<file path="src/hdl/acd_pkg.sv">
// Shared constants, types and lookup functions for the activation code decoder.
`timescale 1ns / 1ps

package acd_pkg;

  localparam int unsigned NumDigits = 14;
  localparam int unsigned RotDigits = 12;
  localparam int unsigned SeqCodes  = 100;

  localparam int unsigned CodeW = 4 * NumDigits;
  localparam int unsigned SeqW  = 7;
  localparam int unsigned IdW   = 30;
  localparam int unsigned DaysW = 10;
  localparam int unsigned HiW   = 17;
  localparam int unsigned LoW   = 14;

  // One decoded digit from a lane.
  typedef struct packed {
    logic [3:0] value;
    logic       bad;
  } acd_digit_t;

  // Partial results of the merge stage.
  typedef struct packed {
    logic [SeqW-1:0]  seqn;
    logic [HiW-1:0]   id_hi;
    logic [LoW-1:0]   id_lo;
    logic [DaysW-1:0] days;
  } acd_part_t;

  // Sequence code to sequence number.
  localparam logic [SeqW-1:0] InvPerm [SeqCodes] = '{
    7'd64, 7'd30, 7'd31, 7'd36, 7'd82, 7'd34, 7'd49, 7'd95, 7'd42, 7'd26,
    7'd50, 7'd57, 7'd66, 7'd20, 7'd65, 7'd7,  7'd41, 7'd63, 7'd58, 7'd27,
    7'd23, 7'd38, 7'd94, 7'd99, 7'd44, 7'd37, 7'd11, 7'd24, 7'd61, 7'd92,
    7'd47, 7'd39, 7'd72, 7'd48, 7'd77, 7'd0,  7'd81, 7'd83, 7'd29, 7'd74,
    7'd60, 7'd84, 7'd59, 7'd13, 7'd51, 7'd78, 7'd25, 7'd68, 7'd97, 7'd56,
    7'd12, 7'd73, 7'd18, 7'd54, 7'd79, 7'd15, 7'd22, 7'd35, 7'd14, 7'd98,
    7'd89, 7'd40, 7'd76, 7'd5,  7'd33, 7'd96, 7'd85, 7'd21, 7'd70, 7'd2,
    7'd87, 7'd17, 7'd52, 7'd28, 7'd6,  7'd43, 7'd62, 7'd32, 7'd46, 7'd90,
    7'd67, 7'd75, 7'd10, 7'd53, 7'd8,  7'd80, 7'd1,  7'd69, 7'd9,  7'd88,
    7'd93, 7'd86, 7'd45, 7'd3,  7'd91, 7'd55, 7'd19, 7'd16, 7'd71, 7'd4
  };

  // Undo the digit substitution; nibbles above nine give zero.
  function automatic logic [3:0] inv_subst(logic [3:0] nib);
    logic [3:0] res;
    unique case (nib)
      4'd0:    res = 4'd5;
      4'd1:    res = 4'd0;
      4'd2:    res = 4'd2;
      4'd3:    res = 4'd9;
      4'd4:    res = 4'd4;
      4'd5:    res = 4'd8;
      4'd6:    res = 4'd3;
      4'd7:    res = 4'd1;
      4'd8:    res = 4'd7;
      4'd9:    res = 4'd6;
      default: res = 4'd0;
    endcase
    return res;
  endfunction

  // Tens digit times ten, modulo twelve.
  function automatic logic [3:0] tens_mod12(logic [3:0] d);
    logic [3:0] res;
    unique case (d) inside
      4'd0, 4'd6: res = 4'd0;
      4'd1, 4'd7: res = 4'd10;
      4'd2, 4'd8: res = 4'd8;
      4'd3, 4'd9: res = 4'd6;
      4'd4:       res = 4'd4;
      4'd5:       res = 4'd2;
      default:    res = 4'd0;
    endcase
    return res;
  endfunction

endpackage

</file>
<file path="src/hdl/acd_lane.sv">
// One digit lane: range check and inverse substitution of a BCD nibble.
`timescale 1ns / 1ps

module acd_lane
  import acd_pkg::*;
(
  input  logic [3:0] nibble_i,
  output acd_digit_t digit_o
);

  always_comb begin
    digit_o.bad   = (nibble_i > 4'd9);
    digit_o.value = inv_subst(nibble_i);
  end

endmodule

</file>
<file path="src/hdl/acd_merge.sv">
// Merge stage: sequence code, rotation, sequence lookup and partial BCD sums.
`timescale 1ns / 1ps

module acd_merge
  import acd_pkg::*;
(
  input  logic [NumDigits-1:0][3:0] digits_i,
  output acd_part_t                 part_o
);

  logic [SeqW-1:0]         seq_code;
  logic [4:0]              mod_sum;
  logic [3:0]              shift;
  logic [5:0]              shl_amt;
  logic [5:0]              shr_amt;
  logic [4*RotDigits-1:0]  head;
  logic [4*RotDigits-1:0]  rotated;
  logic [RotDigits-1:0][HiW-1:0] r;

  always_comb begin
    seq_code = SeqW'(digits_i[12]) * SeqW'(10) + SeqW'(digits_i[13]);
    mod_sum  = 5'(tens_mod12(digits_i[12])) + 5'(digits_i[13]);
    shift    = (mod_sum >= 5'd12) ? 4'(mod_sum - 5'd12) : mod_sum[3:0];
  end

  // Digit 0 sits at the top of the head word; rotate left by whole digits.
  always_comb begin
    for (int i = 0; i < RotDigits; i++) begin
      head[4*(RotDigits-1-i) +: 4] = digits_i[i];
    end
    shl_amt = {shift, 2'b00};
    shr_amt = 6'(4 * RotDigits) - shl_amt;
    rotated = (head << shl_amt) | (head >> shr_amt);
    for (int i = 0; i < RotDigits; i++) begin
      r[i] = HiW'(rotated[4*(RotDigits-1-i) +: 4]);
    end
  end

  always_comb begin
    part_o.seqn  = InvPerm[seq_code];
    part_o.id_hi = r[0] * HiW'(10000) + r[1] * HiW'(1000) + r[2] * HiW'(100)
                 + r[3] * HiW'(10) + r[4];
    part_o.id_lo = LoW'(r[5] * HiW'(1000) + r[6] * HiW'(100) + r[7] * HiW'(10)
                 + r[8]);
    part_o.days  = DaysW'(r[9] * HiW'(100) + r[10] * HiW'(10) + r[11]);
  end

endmodule

</file>
<file path="src/hdl/activation_code_decoder.sv">
// Top level of the activation code decoder: digit lanes, merge and output pipeline.
//
//   channel  | direction | handshake             | payload
//   ---------+-----------+-----------------------+-------------------------------------
//   code in  | input     | in_valid_i/in_ready_o | code_digits_i
//   result   | output    | out_valid_o/out_ready_i | sequence_number_o, device_id_o,
//            |           |                       | day_count_o, bad_digit_o
//
// One word is taken per cycle when not stalled; each result passes three registers
// (lanes register, merge register, final id combine into the output register).
// Reset empties all three stages; no table needs clearing.
// A stall on the result side holds the pipeline; a stage still takes a new word
// whenever the stage after it is empty or moving on in the same cycle.
`timescale 1ns / 1ps

module activation_code_decoder
  import acd_pkg::*;
(
  input  logic             clk_i,
  input  logic             rst_ni,
  input  logic             in_valid_i,
  output logic             in_ready_o,
  input  logic [CodeW-1:0] code_digits_i,
  output logic             out_valid_o,
  input  logic             out_ready_i,
  output logic [SeqW-1:0]  sequence_number_o,
  output logic [IdW-1:0]   device_id_o,
  output logic [DaysW-1:0] day_count_o,
  output logic             bad_digit_o
);

  acd_digit_t                lane_digit [NumDigits];
  logic [NumDigits-1:0][3:0] lane_value;
  logic [NumDigits-1:0]      lane_bad;

  logic                      s1_valid_q;
  logic [NumDigits-1:0][3:0] s1_digits_q;
  logic                      s1_bad_q;
  logic                      s2_valid_q;
  acd_part_t                 s2_part_q;
  logic                      s2_bad_q;
  acd_part_t                 merge_part;
  logic                      s1_ready;
  logic                      s2_ready;
  logic                      s3_ready;
  logic [IdW-1:0]            id_d;

  for (genvar g = 0; g < NumDigits; g++) begin : g_lane
    acd_lane u_lane (
      .nibble_i (code_digits_i[4*(NumDigits-1-g) +: 4]),
      .digit_o  (lane_digit[g])
    );
    assign lane_value[g] = lane_digit[g].value;
    assign lane_bad[g]   = lane_digit[g].bad;
  end

  acd_merge u_merge (
    .digits_i (s1_digits_q),
    .part_o   (merge_part)
  );

  assign s3_ready   = !out_valid_o || out_ready_i;
  assign s2_ready   = !s2_valid_q || s3_ready;
  assign s1_ready   = !s1_valid_q || s2_ready;
  assign in_ready_o = s1_ready;

  assign id_d = IdW'(s2_part_q.id_hi) * IdW'(10000) + IdW'(s2_part_q.id_lo);

  always_ff @(posedge clk_i or negedge rst_ni) begin
    if (!rst_ni) begin
      s1_valid_q  <= 1'b0;
      s2_valid_q  <= 1'b0;
      out_valid_o <= 1'b0;
    end else begin
      if (s1_ready) s1_valid_q <= in_valid_i;
      if (s2_ready) s2_valid_q <= s1_valid_q;
      if (s3_ready) out_valid_o <= s2_valid_q;
    end
  end

  always_ff @(posedge clk_i) begin
    if (s1_ready && in_valid_i) begin
      s1_digits_q <= lane_value;
      s1_bad_q    <= |lane_bad;
    end
    if (s2_ready && s1_valid_q) begin
      s2_part_q <= merge_part;
      s2_bad_q  <= s1_bad_q;
    end
    // Force the numeric fields to zero on a bad digit.
    if (s3_ready && s2_valid_q) begin
      bad_digit_o       <= s2_bad_q;
      sequence_number_o <= s2_bad_q ? '0 : s2_part_q.seqn;
      device_id_o       <= s2_bad_q ? '0 : id_d;
      day_count_o       <= s2_bad_q ? '0 : s2_part_q.days;
    end
  end

  a_bad_zero: assert property (@(posedge clk_i) disable iff (!rst_ni)
    out_valid_o && bad_digit_o |->
      sequence_number_o == '0 && device_id_o == '0 && day_count_o == '0)
    else $error("bad digit result carries non-zero fields");

  a_good_range: assert property (@(posedge clk_i) disable iff (!rst_ni)
    out_valid_o && !bad_digit_o |->
      sequence_number_o < SeqW'(SeqCodes) && device_id_o <= IdW'(999999999)
      && day_count_o <= DaysW'(999))
    else $error("decoded field out of range");

  a_accept_moves: assert property (@(posedge clk_i) disable iff (!rst_ni)
    in_valid_i && in_ready_o |=> s1_valid_q)
    else $error("accepted word lost at first stage");

  a_stall_full: assert property (@(posedge clk_i) disable iff (!rst_ni)
    !in_ready_o |-> s1_valid_q && s2_valid_q && out_valid_o && !out_ready_i)
    else $error("input stalled with a free stage");

endmodule
</file>
<file path="config.mk">
export PLATFORM = sky130hd
export DESIGN_NAME = activation_code_decoder
export DESIGN_NICKNAME = d
export VERILOG_FILES = /design/src/hdl/acd_pkg.sv /design/src/hdl/acd_lane.sv /design/src/hdl/acd_merge.sv /design/src/hdl/activation_code_decoder.sv
export SDC_FILE = /design/constraint.sdc
export NUM_CORES = 1
export LEC_CHECK = 0
export BUFFER_PORTS_ARGS = -buffer_cell sky130_fd_sc_hd__buf_2
export CAP_MARGIN = 20
export CORE_MARGIN = 3
export CORE_UTILIZATION = 64
export DETAILED_ROUTE_END_ITERATION = 6
export PLACE_DENSITY = 0.83
export SKIP_LAST_GASP = 1
export SLEW_MARGIN = 20
export SYNTH_ARGS = -nofsm -noshare
export SYNTH_HDL_FRONTEND = slang
export SYNTH_HIERARCHICAL = 1
export SYNTH_SLANG_ARGS = --single-unit
</file>
<file path="constraint.sdc">
create_clock -name clk_i -period 10 [get_ports clk_i]
set_input_delay 1.5 -clock clk_i [delete_from_list [all_inputs] [get_ports clk_i]]
set_output_delay 1.5 -clock clk_i [all_outputs]
set_load 0.05 [all_outputs]
</file>
==> impl_results.md <==
* Starting Density at 0.651
* Slew Limit Headroom at 0.300
* Most used cell, CP: ha_1
* ANT nets after route at 0
* Synth area leader: edfxtp_1
* Final Hold Viols at 0
* Count leader, synth: inv_1
* Seq/Total Area, Yosys at 0.236
* DRT Wirelength at 51700 µm
* Ys flop type: edfxtp_1
* Layout fillers at 2316
* Avg Cell Area, Syn at 9.05 µm²
* Reg-to-reg startpoint: s1_digits_q[49]$_DFFE_PP_
* CP max-delay cell: fa_1
* Hold Path Origin: s1_valid_q$_DFFE_PN0N_
* # DRC at 0
* Post-synth top cells: 314 x inv_1, 297 x ha_1, 167 x nor2_1, 154 x edfxtp_1, 151 x nand2_1
* Inserted Clock Buffers at 17
* Largest cells by area after synthesis: edfxtp_1 23%, ha_1 19%, fa_1 9.1%
* Core box area at 0.0307 mm²
* Vias in the first global route at 16500
* CTS Buffer Depth at 2
* Final Max Slew Viols at 0
* Final net count at 2724
* RSZ-0062 raised after global routing: false
* Maximum clock rate at 111 MHz
* Worst-Margin Slew at 1.04 ns
* PortBufs at 109
* HPWL Detailed at 40200 µm
* Avg WL per Cell at 19.3 µm
* Area delta synth->final at 7.40%
* Share of cells above drive strength 1 at 0.105
* Post-synth EDFFs at 154
* CTS sink cnt at 157
* Die Span X at 183 µm
* Status: finished, final reports clean
* H-tree levels at 4
* DRT iter0 DRCs at 1205
* Gr ovfl total at 0
* GRT Total Usage at 0.308
* Top cell type's share of synthesized area at 0.232
* Flop and latch count out of synthesis at 157
* Antenna Cells at 0
* Largest net degree at the start of global routing at 95
* Initial antenna violation count at 0
* Die area at 0.0333 mm²
* Synth unique cells at 87
* Via Count at 16500
* Setup Buffers After CTS at 0
* Setup TNS at 0 ns
* Final Cycle Share at 0.899
* R2R Setup Slk at 1.01 ns
* Post-route minimum period at 8.99 ns
* First-pass iteration count of the detailed router at 5
* First-pass GRT wire length at 83100 µm
* Root Buffer: clkbuf_16
* CP Launch Point: s1_digits_q[49]$_DFFE_PP_
* Syn Std Cell Area at 0.0200 mm²
* Crit-path max cell delay at 0.63 ns
* Final setup viols at 0
* Hold crit path type: flip-flop to flip-flop
* Post-cts resize count at 0
* Worst Path Arrival at 9.17 ns
* Startpoint Class: flip-flop
* Setup Skew at 0.0133 ns
* Yosys warns at 6
* Crit. End Element: flip-flop
* Syn_nets at 2653
* Critical setup path kind: flip-flop to flip-flop
* Hold buffer count at cts at 0
* Clock latency on the worst-skew pair at 0.44 ns
* IO Pins at 110
* Via density at 6.13
* CTS tree: built
* Synth async-reset ratio at 0.0191
* Die H at 183 µm
* WP data required at 10.19 ns
* Site row count at 64
* GPL Wtd Cong at 0.988
* Mapped Cells at 2205
* Register clock-pin slew on the reported worst setup and hold paths at 0.08 ns
* MaxCap Viol Count at 0
* Critical path fanouts, max at 13
==> cell usage in the layout (no fill, tap or decap), types with 26 or more instances in the layout <==
cell type  count
a21o_1        37
xnor2_1       59
nor2b_1       71
a211oi_1      30
buf_2        109
inv_1        314
nor2_1       167
mux2i_1       84
nand2_1      151
xor2_1        26
edfxtp_1     154
a21oi_1      141
o21ai_0      117
ha_1         295
fa_1          91
==> flip-flops by register name (all words and copies together) (netlist names) <==
signal,cells
s2_bad_q,1
day_count_o,10
s2_part_q,48
s2_valid_q,1
device_id_o,30
s1_bad_q,1
sequence_number_o,7
s1_digits_q,56
out_valid_o,1
s1_valid_q,1
bad_digit_o,1
==> final timing paths <==
check | to | depth (start not counted)
max in group asynchronous | s2_valid_q$_DFFE_PN0P_ | 1
worst min register to register | s2_valid_q$_DFFE_PN0P_ | 1
worst max-delay path | s2_part_q[40]$_DFFE_PP_ | 30
worst min-delay path | s2_valid_q$_DFFE_PN0P_ | 1
worst max register to register | s2_part_q[40]$_DFFE_PP_ | 30
min in group asynchronous | out_valid_o$_DFFE_PN0P_ | 1
==> worst max-delay path, delay by kind of cell, from the launching register on <==
family | cells | cell delay (ns)
buffers and inverters | 3 | 0.29
adder cells (fa/ha/maj) | 8 | 3.31
AND/OR/NAND/NOR | 4 | 1.13
flip-flops | 1 | 0.55
XOR/XNOR | 2 | 0.50
AO/OA/AOI/OAI | 13 | 2.94
==> logic make-up (layout without fill, tap and decap cells) <==
group                    count (synthesis)  after routing  synth area share
multiplexers                           123            123            0.0722
XOR/XNOR                                89             89            0.0405
AO/OA/AOI/OAI                          526            526             0.171
buffers and inverters                  397            481            0.0770
AND/OR/NAND/NOR                        525            525             0.126
adder cells (fa/ha/maj)                388            388             0.278
flip-flops                             157            157             0.236
==> metal layers <==
layer  global-route usage  part of all wire  vias to the layer above  routed length (µm)
met5                    0                 0                        -                   0
met4                0.107             0.035                        0                1820
met3               0.0377             0.060                      114                3090
met2                0.536              0.49                      642               25600
met1                0.398              0.41                     7848               21200
li1                     -                 -                     7859                   -
==> per-stage QoR <==
stage               hold slack [ns]  std cells   util  setup WS [ns]  area [µm²]
finish                        0.510       2685  0.699           1.01       21400
global placement              0.463       2653  0.680           1.53       20900
detailed placement            0.494       2653  0.680           1.23       20900
floorplan                     0.400       2205      -           1.37       20000
CTS                           0.512       2685  0.699           1.07       21400
global route                  0.544       2685  0.699          0.583       21400
==> layout make-up <==
type	instances	area [µm²]	area share
repair buffers	133	726	0.0339
clock inverters	15	149	0.00695
flip-flops and latches	157	4700	0.219
clock buffers	17	425	0.0199
multi-input cells	1651	13700	0.642
well taps	396	495	0.0231
inverters	316	1190	0.0554
Power is not shown: default switching activity piles up to over one toggle a cycle in this logic, so the estimate is an artifact.
